`config.mk`:
```
export PLATFORM = sky130hd
export DESIGN_NAME = sorted_insert_priority_queue
export DESIGN_NICKNAME = d
export VERILOG_FILES = /design/src/design/spiq_pkg.sv /design/src/design/spiq_cell.sv /design/src/design/sorted_insert_priority_queue.sv
export SDC_FILE = /design/constraint.sdc
export NUM_CORES = 2
export LEC_CHECK = 0
export ABC_AREA = 0
export BUFFER_PORTS_ARGS = -buffer_cell sky130_fd_sc_hd__buf_2
export CORE_MARGIN = 4
export CORE_UTILIZATION = 40
export DETAILED_ROUTE_END_ITERATION = 12
export GPL_ROUTABILITY_DRIVEN = 0
export GPL_TIMING_DRIVEN = 0
export PLACE_DENSITY = 0.61
export SYNTH_ARGS = -nofsm -noshare
export SYNTH_HDL_FRONTEND = slang
export SYNTH_SLANG_ARGS = --single-unit
```
`constraint.sdc`:
```
create_clock -name clk -period 10.7 [get_ports clk]
set_clock_uncertainty 0.15 [all_clocks]
set_input_delay 1.07 -clock clk [delete_from_list [all_inputs] [get_ports clk]]
set_output_delay 1.07 -clock clk [all_outputs]
set_load 0.1 [all_outputs]
```
`src/design/spiq_pkg.sv`:
```
package spiq_pkg;

  localparam int PRIO_BITS = 32;

  typedef enum logic [1:0] {
    CELL_HOLD,
    CELL_INSERT,
    CELL_DRAIN
  } cell_op_t;

  typedef enum logic [1:0] {
    ST_ACCEPT = 2'd0,
    ST_FULL   = 2'd1,
    ST_ENTRY  = 2'd2,
    ST_EMPTY  = 2'd3
  } status_t;

  typedef enum logic {
    OPC_INSERT = 1'b0,
    OPC_DRAIN  = 1'b1
  } opcode_t;

  typedef enum logic {
    S_IDLE,
    S_DRAIN
  } state_t;

  typedef struct packed {
    cell_op_t                      op;
    logic signed [PRIO_BITS-1:0]   prio;
  } cell_cmd_t;

  typedef struct packed {
    logic                          valid;
    logic                          shift;
    logic                          ge;
    logic signed [PRIO_BITS-1:0]   prio;
  } cell_link_t;

endpackage

```
`src/design/spiq_cell.sv`:
```
module spiq_cell #(
  parameter int TAG_BITS = 16
) (
  input  logic                  clk,
  input  logic                  rst_n,
  input  spiq_pkg::cell_cmd_t   cmd,
  input  logic [TAG_BITS-1:0]   new_tag,
  input  spiq_pkg::cell_link_t  left_link,
  input  logic [TAG_BITS-1:0]   left_tag,
  input  spiq_pkg::cell_link_t  right_link,
  input  logic [TAG_BITS-1:0]   right_tag,
  output spiq_pkg::cell_link_t  link,
  output logic [TAG_BITS-1:0]   tag
);
  import spiq_pkg::*;

  logic                        valid_r, valid_nxt;
  logic [TAG_BITS-1:0]         tag_r, tag_nxt;
  logic signed [PRIO_BITS-1:0] prio_r, prio_nxt;
  logic                        ge, eq, shift, take_new;

  always_comb begin
    ge       = valid_r && ($signed(prio_r) >= $signed(cmd.prio));
    eq       = valid_r && (prio_r == cmd.prio);
    // an equal entry keeps its place only if it is the first one not smaller
    shift    = ge && !(eq && !left_link.ge);
    take_new = !left_link.shift && (shift || !valid_r) && left_link.valid;

    valid_nxt = valid_r;
    tag_nxt   = tag_r;
    prio_nxt  = prio_r;
    case (cmd.op)
      CELL_INSERT: begin
        if (left_link.shift) begin
          valid_nxt = 1'b1;
          tag_nxt   = left_tag;
          prio_nxt  = left_link.prio;
        end else if (take_new) begin
          valid_nxt = 1'b1;
          tag_nxt   = new_tag;
          prio_nxt  = cmd.prio;
        end
      end
      CELL_DRAIN: begin
        valid_nxt = right_link.valid;
        tag_nxt   = right_tag;
        prio_nxt  = right_link.prio;
      end
      default: begin
      end
    endcase
  end

  always_ff @(posedge clk) begin
    if (!rst_n) begin
      valid_r <= 1'b0;
    end else begin
      valid_r <= valid_nxt;
    end
  end

  always_ff @(posedge clk) begin
    tag_r  <= tag_nxt;
    prio_r <= prio_nxt;
  end

  assign link.valid = valid_r;
  assign link.shift = shift;
  assign link.ge    = ge;
  assign link.prio  = prio_r;
  assign tag        = tag_r;

endmodule

```
`src/design/sorted_insert_priority_queue.sv`:
```
// channel  direction  handshake            payload
// in_      input      in_valid / in_stall   opcode, job_tag, priority_req
// out_     output     out_valid / out_stall job_tag, priority, status, last
//
// An insert has every cell compare with the new priority at once, and the row
// shifts right from the insertion point. A drain emits one entry per cycle from
// the head cell while the row shifts left, unless out_stall holds the output; no
// new transfer is taken until the last entry is registered. Results sit in one
// output register; a stall holds it and holds off the next input.
// Reset clears the cell valid bits, the state, the count and the output valid.
module sorted_insert_priority_queue #(
  parameter int DEPTH    = 16,
  parameter int TAG_BITS = 16
) (
  input  logic                           clk,
  input  logic                           rst_n,
  input  logic                           in_valid,
  output logic                           in_stall,
  input  logic                           in_opcode,
  input  logic [TAG_BITS-1:0]            in_job_tag,
  input  logic signed [31:0]             in_priority_req,
  output logic                           out_valid,
  input  logic                           out_stall,
  output logic [TAG_BITS-1:0]            out_job_tag,
  output logic signed [31:0]             out_priority,
  output logic [1:0]                     out_status,
  output logic                           out_last
);
  import spiq_pkg::*;

  localparam int CW = $clog2(DEPTH + 1);

  state_t                      state_r, state_nxt;
  logic [CW-1:0]               count_r, count_nxt;
  logic                        out_valid_r, out_valid_nxt;
  logic [TAG_BITS-1:0]         out_tag_r, out_tag_nxt;
  logic signed [31:0]          out_prio_r, out_prio_nxt;
  status_t                     out_status_r, out_status_nxt;
  logic                        out_last_r, out_last_nxt;
  logic                        can_load;
  cell_cmd_t                   cmd;

  cell_link_t                  links [DEPTH+2];
  logic [TAG_BITS-1:0]         tags  [DEPTH+2];

  // index 0 is the stub left of cell 1, index DEPTH+1 the stub right of the last cell
  assign links[0]       = '{valid: 1'b1, shift: 1'b0, ge: 1'b0, prio: '0};
  assign tags[0]        = '0;
  assign links[DEPTH+1] = '{valid: 1'b0, shift: 1'b0, ge: 1'b0, prio: '0};
  assign tags[DEPTH+1]  = '0;

  for (genvar i = 1; i <= DEPTH; i++) begin : g_cell
    spiq_cell #(
      .TAG_BITS (TAG_BITS)
    ) u_cell (
      .clk        (clk),
      .rst_n      (rst_n),
      .cmd        (cmd),
      .new_tag    (in_job_tag),
      .left_link  (links[i-1]),
      .left_tag   (tags[i-1]),
      .right_link (links[i+1]),
      .right_tag  (tags[i+1]),
      .link       (links[i]),
      .tag        (tags[i])
    );
  end

  assign can_load = !out_valid_r || !out_stall;

  always_comb begin
    state_nxt      = state_r;
    count_nxt      = count_r;
    out_valid_nxt  = out_valid_r && out_stall;
    out_tag_nxt    = out_tag_r;
    out_prio_nxt   = out_prio_r;
    out_status_nxt = out_status_r;
    out_last_nxt   = out_last_r;
    cmd.op         = CELL_HOLD;
    cmd.prio       = in_priority_req;
    in_stall       = 1'b1;

    unique case (state_r)
      S_IDLE: begin
        in_stall = !can_load;
        if (in_valid && can_load) begin
          out_valid_nxt = 1'b1;
          out_tag_nxt   = '0;
          out_prio_nxt  = '0;
          out_last_nxt  = 1'b1;
          if (opcode_t'(in_opcode) == OPC_INSERT) begin
            if (count_r == CW'(DEPTH)) begin
              out_status_nxt = ST_FULL;
            end else begin
              out_status_nxt = ST_ACCEPT;
              cmd.op         = CELL_INSERT;
              count_nxt      = count_r + CW'(1);
            end
          end else if (count_r == '0) begin
            out_status_nxt = ST_EMPTY;
          end else begin
            out_valid_nxt = 1'b0;
            state_nxt     = S_DRAIN;
          end
        end
      end
      S_DRAIN: begin
        if (can_load) begin
          out_valid_nxt  = 1'b1;
          out_tag_nxt    = tags[1];
          out_prio_nxt   = links[1].prio;
          out_status_nxt = ST_ENTRY;
          out_last_nxt   = (count_r == CW'(1));
          cmd.op         = CELL_DRAIN;
          count_nxt      = count_r - CW'(1);
          if (count_r == CW'(1)) begin
            state_nxt = S_IDLE;
          end
        end
      end
      default: begin
        state_nxt = S_IDLE;
      end
    endcase
  end

  always_ff @(posedge clk) begin
    if (!rst_n) begin
      state_r     <= S_IDLE;
      count_r     <= '0;
      out_valid_r <= 1'b0;
    end else begin
      state_r     <= state_nxt;
      count_r     <= count_nxt;
      out_valid_r <= out_valid_nxt;
    end
  end

  always_ff @(posedge clk) begin
    out_tag_r    <= out_tag_nxt;
    out_prio_r   <= out_prio_nxt;
    out_status_r <= out_status_nxt;
    out_last_r   <= out_last_nxt;
  end

  assign out_valid    = out_valid_r;
  assign out_job_tag  = out_tag_r;
  assign out_priority = out_prio_r;
  assign out_status   = out_status_r;
  assign out_last     = out_last_r;

endmodule
```
==> metrics.txt <==
# TYPE chip_impl_metric gauge
chip_impl_metric{name="clock_latency",unit="ps"} 740
chip_impl_metric{name="n_fill_cell",unit=""} 12510
chip_impl_metric{name="finalCritPeriodShare",unit="%"} 85.01
chip_impl_metric{name="synth-edff-count",unit=""} 819
chip_impl_metric{name="place.detailed.hpwl",unit="um"} 167600
chip_impl_info{name="holdCritPathClass",value="reg -> reg"} 1
chip_impl_metric{name="synthesis.nets",unit=""} 5657
chip_impl_metric{name="gr-usage-met2",unit="%"} 46.81
chip_impl_metric{name="timing_max_transition_violations_final",unit=""} 11
chip_impl_metric{name="cts-htree-levels",unit=""} 3
chip_impl_metric{name="pin_count_of_the_biggest_net_entering_global_routing",unit=""} 49
chip_impl_metric{name="first_pass_grt_wire_length",unit="um"} 312100
chip_impl_metric{name="worstMarginPinSlew",unit="ps"} 1532
chip_impl_metric{name="pre_cts_slack",unit="ps"} 1256
chip_impl_info{name="setup.worst_path.class",value="in -> reg"} 1
chip_impl_metric{name="detail_route.iter0.violations",unit=""} 6282
chip_impl_metric{name="worstPathRequired",unit="ps"} 10950
chip_impl_metric{name="global_route.overflow_total",unit=""} 0
chip_impl_metric{name="grt.total_usage",unit="%"} 31.09
chip_impl_metric{name="initial_core_util",unit="%"} 40.21
chip_impl_metric{name="worst_ir_drop_vdd",unit="mV"} 0.1571
chip_impl_info{name="path_delay_family",value="buffers and inverters"} 1
chip_impl_metric{name="finalHoldViolCount",unit=""} 0
chip_impl_metric{name="syn_area",unit="sq mm"} 0.05279
chip_impl_metric{name="area.growth.synth_to_final",unit="%"} 12.66
chip_impl_metric{name="nets",unit=""} 5900
chip_impl_metric{name="final_core_utilization",unit="%"} 45.30
chip_impl_metric{name="ctsHoldBuffers",unit=""} 0
chip_impl_metric{name="die_width",unit="um"} 371.3
chip_impl_metric{name="drive_above_1_share",unit="%"} 7.246
chip_impl_metric{name="postSynth.asyncResetShare",unit="%"} 0
chip_impl_metric{name="grt_util_met1",unit="%"} 40.82
chip_impl_metric{name="timing.final.crit_period",unit="ps"} 9096
chip_impl_info{name="grt.busiest_layer",value="met2"} 1
chip_impl_metric{name="post-route-drc-count",unit=""} 0
chip_impl_metric{name="postSynthCellCount",unit=""} 5089
chip_impl_metric{name="clk_pin_slew_worst_paths",unit="ps"} 60
chip_impl_metric{name="cts.path.max_buffers",unit=""} 3
chip_impl_metric{name="use_met3",unit="%"} 6.527
chip_impl_metric{name="placement.cell_area",unit="sq mm"} 0.05645
chip_impl_metric{name="p_total",unit="uW"} 10130
chip_impl_metric{name="maxSlewHeadroom",unit="%"} -2.121
chip_impl_metric{name="ys_ff_latch",unit=""} 842
chip_impl_metric{name="achievable-frequency",unit="MHz"} 109.9
chip_impl_metric{name="core_region_area",unit="sq mm"} 0.1313
chip_impl_info{name="synth-main-ff-cell",value="edfxtp_1"} 1
chip_impl_metric{name="tritoncts.num_buffers",unit=""} 98
chip_impl_metric{name="die-area",unit="sq mm"} 0.1379
chip_impl_info{name="layout_commonest_cell",value="edfxtp_1"} 1
chip_impl_metric{name="cellPowerDensity",unit="mW/mm^2"} 170.3
chip_impl_info{name="mostFrequentLayoutCells",value="edfxtp_1 (819), nand2_1 (771), ha_1 (515)"} 1
chip_impl_metric{name="wl_per_cell",unit="um"} 30.73
chip_impl_info{name="worst_setup_path_end_kind",value="flop"} 1
chip_impl_metric{name="drt_pass_1_iters",unit=""} 8
chip_impl_info{name="status",value="finished with violations"} 1
chip_impl_info{name="setup_repair_after_global_routing_missed_its_margin",value="false"} 1
chip_impl_metric{name="initial_antenna_violation_count",unit=""} 6
chip_impl_info{name="cp-start-kind",value="primary input"} 1
chip_impl_metric{name="remaining_antenna_violation_count",unit=""} 0
chip_impl_info{name="critical_path.most_common_cell",value="clkbuf_1"} 1
chip_impl_info{name="worstPathCellList",value="buf_2 -> clkbuf_1 -> inv_1 -> ha_1 -> nand4_1 -> nor4_1 -> nand2_1 -> a21oi_1 -> a311oi_1 -> a211oi_2 -> clkbuf_1 -> nor2_1 -> a31oi_4 -> buf_16 -> buf_12"} 1
chip_impl_metric{name="cts_num_sinks",unit=""} 842
chip_impl_metric{name="post_cts_buffers",unit=""} 0
chip_impl_metric{name="via_count",unit=""} 46390
chip_impl_metric{name="synth-seq-area-share",unit="%"} 47.46
chip_impl_info{name="slowest_stage",value="a211oi_2"} 1
chip_impl_info{name="clock-root-buffer",value="clkbuf_16"} 1
chip_impl_metric{name="finalSetupViolCount",unit=""} 0
chip_impl_metric{name="max-cap-violations",unit=""} 2
chip_impl_metric{name="synth_cell_type_count",unit=""} 76
chip_impl_metric{name="critical_path_arrival",unit="ps"} 9350
chip_impl_metric{name="number_of_global_route_vias_before_repair",unit=""} 44550
chip_impl_metric{name="crit_path_max_fanout",unit=""} 18
chip_impl_metric{name="routed_wirelength",unit="um"} 220500
chip_impl_metric{name="setup_slack",unit="ps"} 1604
chip_impl_metric{name="worstPathBufferInverterCount",unit=""} 6
chip_impl_metric{name="fin_cells",unit=""} 7176
chip_impl_metric{name="per_instance_average_area_after_synthesis",unit="sq um"} 10.37
chip_impl_info{name="violations",value="capacitance limit, slew limit"} 1
chip_impl_metric{name="cts_resized",unit=""} 0
chip_impl_metric{name="place.detailed.instances",unit=""} 6987
chip_impl_metric{name="yosysWarningCount",unit=""} 0
chip_impl_metric{name="io_buffers",unit=""} 105
chip_impl_metric{name="dieHeight",unit="um"} 371.3
chip_impl_metric{name="final_design_area_no_fill",unit="sq mm"} 0.05947
chip_impl_metric{name="post_drt_via_cell_ratio",unit=""} 6.465
chip_impl_metric{name="critical-path-max-stage-delay",unit="ps"} 1160
chip_impl_info{name="cts_tree",value="yes"} 1
chip_impl_metric{name="fp-row-count",unit=""} 133
chip_impl_metric{name="design.portCount",unit=""} 106
chip_impl_metric{name="p_leak",unit="uW"} 0.02285
[path summary, 6_finish.rpt]
path / cells past startpoint / slack [ps] / endpoint / start
hold reg to reg: 2 / 370 / g_cell[15].u_cell.tag[11] / g_cell[16].u_cell.tag[11]
hold / removal: 2 / 370 / g_cell[15].u_cell.tag[11] / g_cell[16].u_cell.tag[11]
setup / recovery: 15 / 1600 / g_cell[4].u_cell.prio_r[10] / in_priority_req[19]
setup reg to reg: 12 / 2930 / g_cell[4].u_cell.prio_r[10] / g_cell[3].u_cell.prio_r[31]
[final cells by class]
class	count	area (sq um)	area share, %
timing repair buffer	143	1264	2.125
clock buffer	127	2604	4.378
sequential	842	25050	42.13
buffer	346	1484	2.495
tap	1755	2196	3.692
multi-input combinational	3765	25950	43.63
clock inverter	51	386.6	0.6501
inverter	136	510.5	0.8584
antenna	11	27.53	0.04628
[power by group]
group	internal [uW]	total [uW]	switching, uW
clock network	1810	3310	1500
logic	747	2470	1730
registers	4110	4350	238
[layer usage]
| layer | up-vias | part of all wire (%) |
|---|---|---|
| li1 | 19820 | - |
| met5 | - | 0.0050 |
| met3 | 598 | 11 |
| met1 | 22860 | 39 |
| met4 | 2 | 7.3 |
| met2 | 3115 | 43 |
[cells by family (layout without fill, tap and decap cells)]
kind of cell,count (synthesis),after routing,share of synthesized area [%]
and+or+nand+nor,1499,1499,12.77
AOI/OAI and AO/OA,1306,1306,15.39
DFF,842,842,47.46
adders and majority gates,515,515,12.21
buffers and inverters,482,803,3.761
muxes,435,435,8.250
xor gates and xnor gates,10,10,0.1659
other,0,11,0
[synthesized netlist by cell type (88+ instances only)]
cell      count  share of area (%)
edfxtp_1    819                 47
clkbuf_1    259                1.8
nor2_1      163                1.2
a21oi_1     257                2.4
nand4_1      88                1.0
nand2_1     772                5.5
mux2i_1     434                8.2
ha_1        515                 12
nand3_1     288                2.7
o211ai_1    313                4.5
o21ai_0     446                4.2
inv_1       134               0.95
[worst register-to-register path: stages (launching register included)]
cell and delay [ps]:
edfxtp_1 460, ha_1 570, nand4_1 290, nor4_1 1030
nand2_1 450, a21oi_1 690, a311oi_1 220, a211oi_2 1160
clkbuf_1 1090, nor2_1 210, a31oi_4 680, buf_16 240
buf_12 200
[flip-flops by register name, indices dropped and copies added, names as in the netlist]
register and flops:
out_last 1, out_priority 32, g_cell.u_cell.prio_r 512, count_r 5, out_valid 1, g_cell.u_cell.tag 256, g_cell.u_cell.valid_r 16, out_status 2
out_job_tag 16, state_r 1
[through the flow]
stage	TNS (ps)	hold slack, ps
finish	0	367.0
global route	0	399.1
detailed placement	0	362.8
global placement	-1056450	350.8
CTS	0	368.2
floorplan	0	346.3
Power figures use the tool's default switching activity.
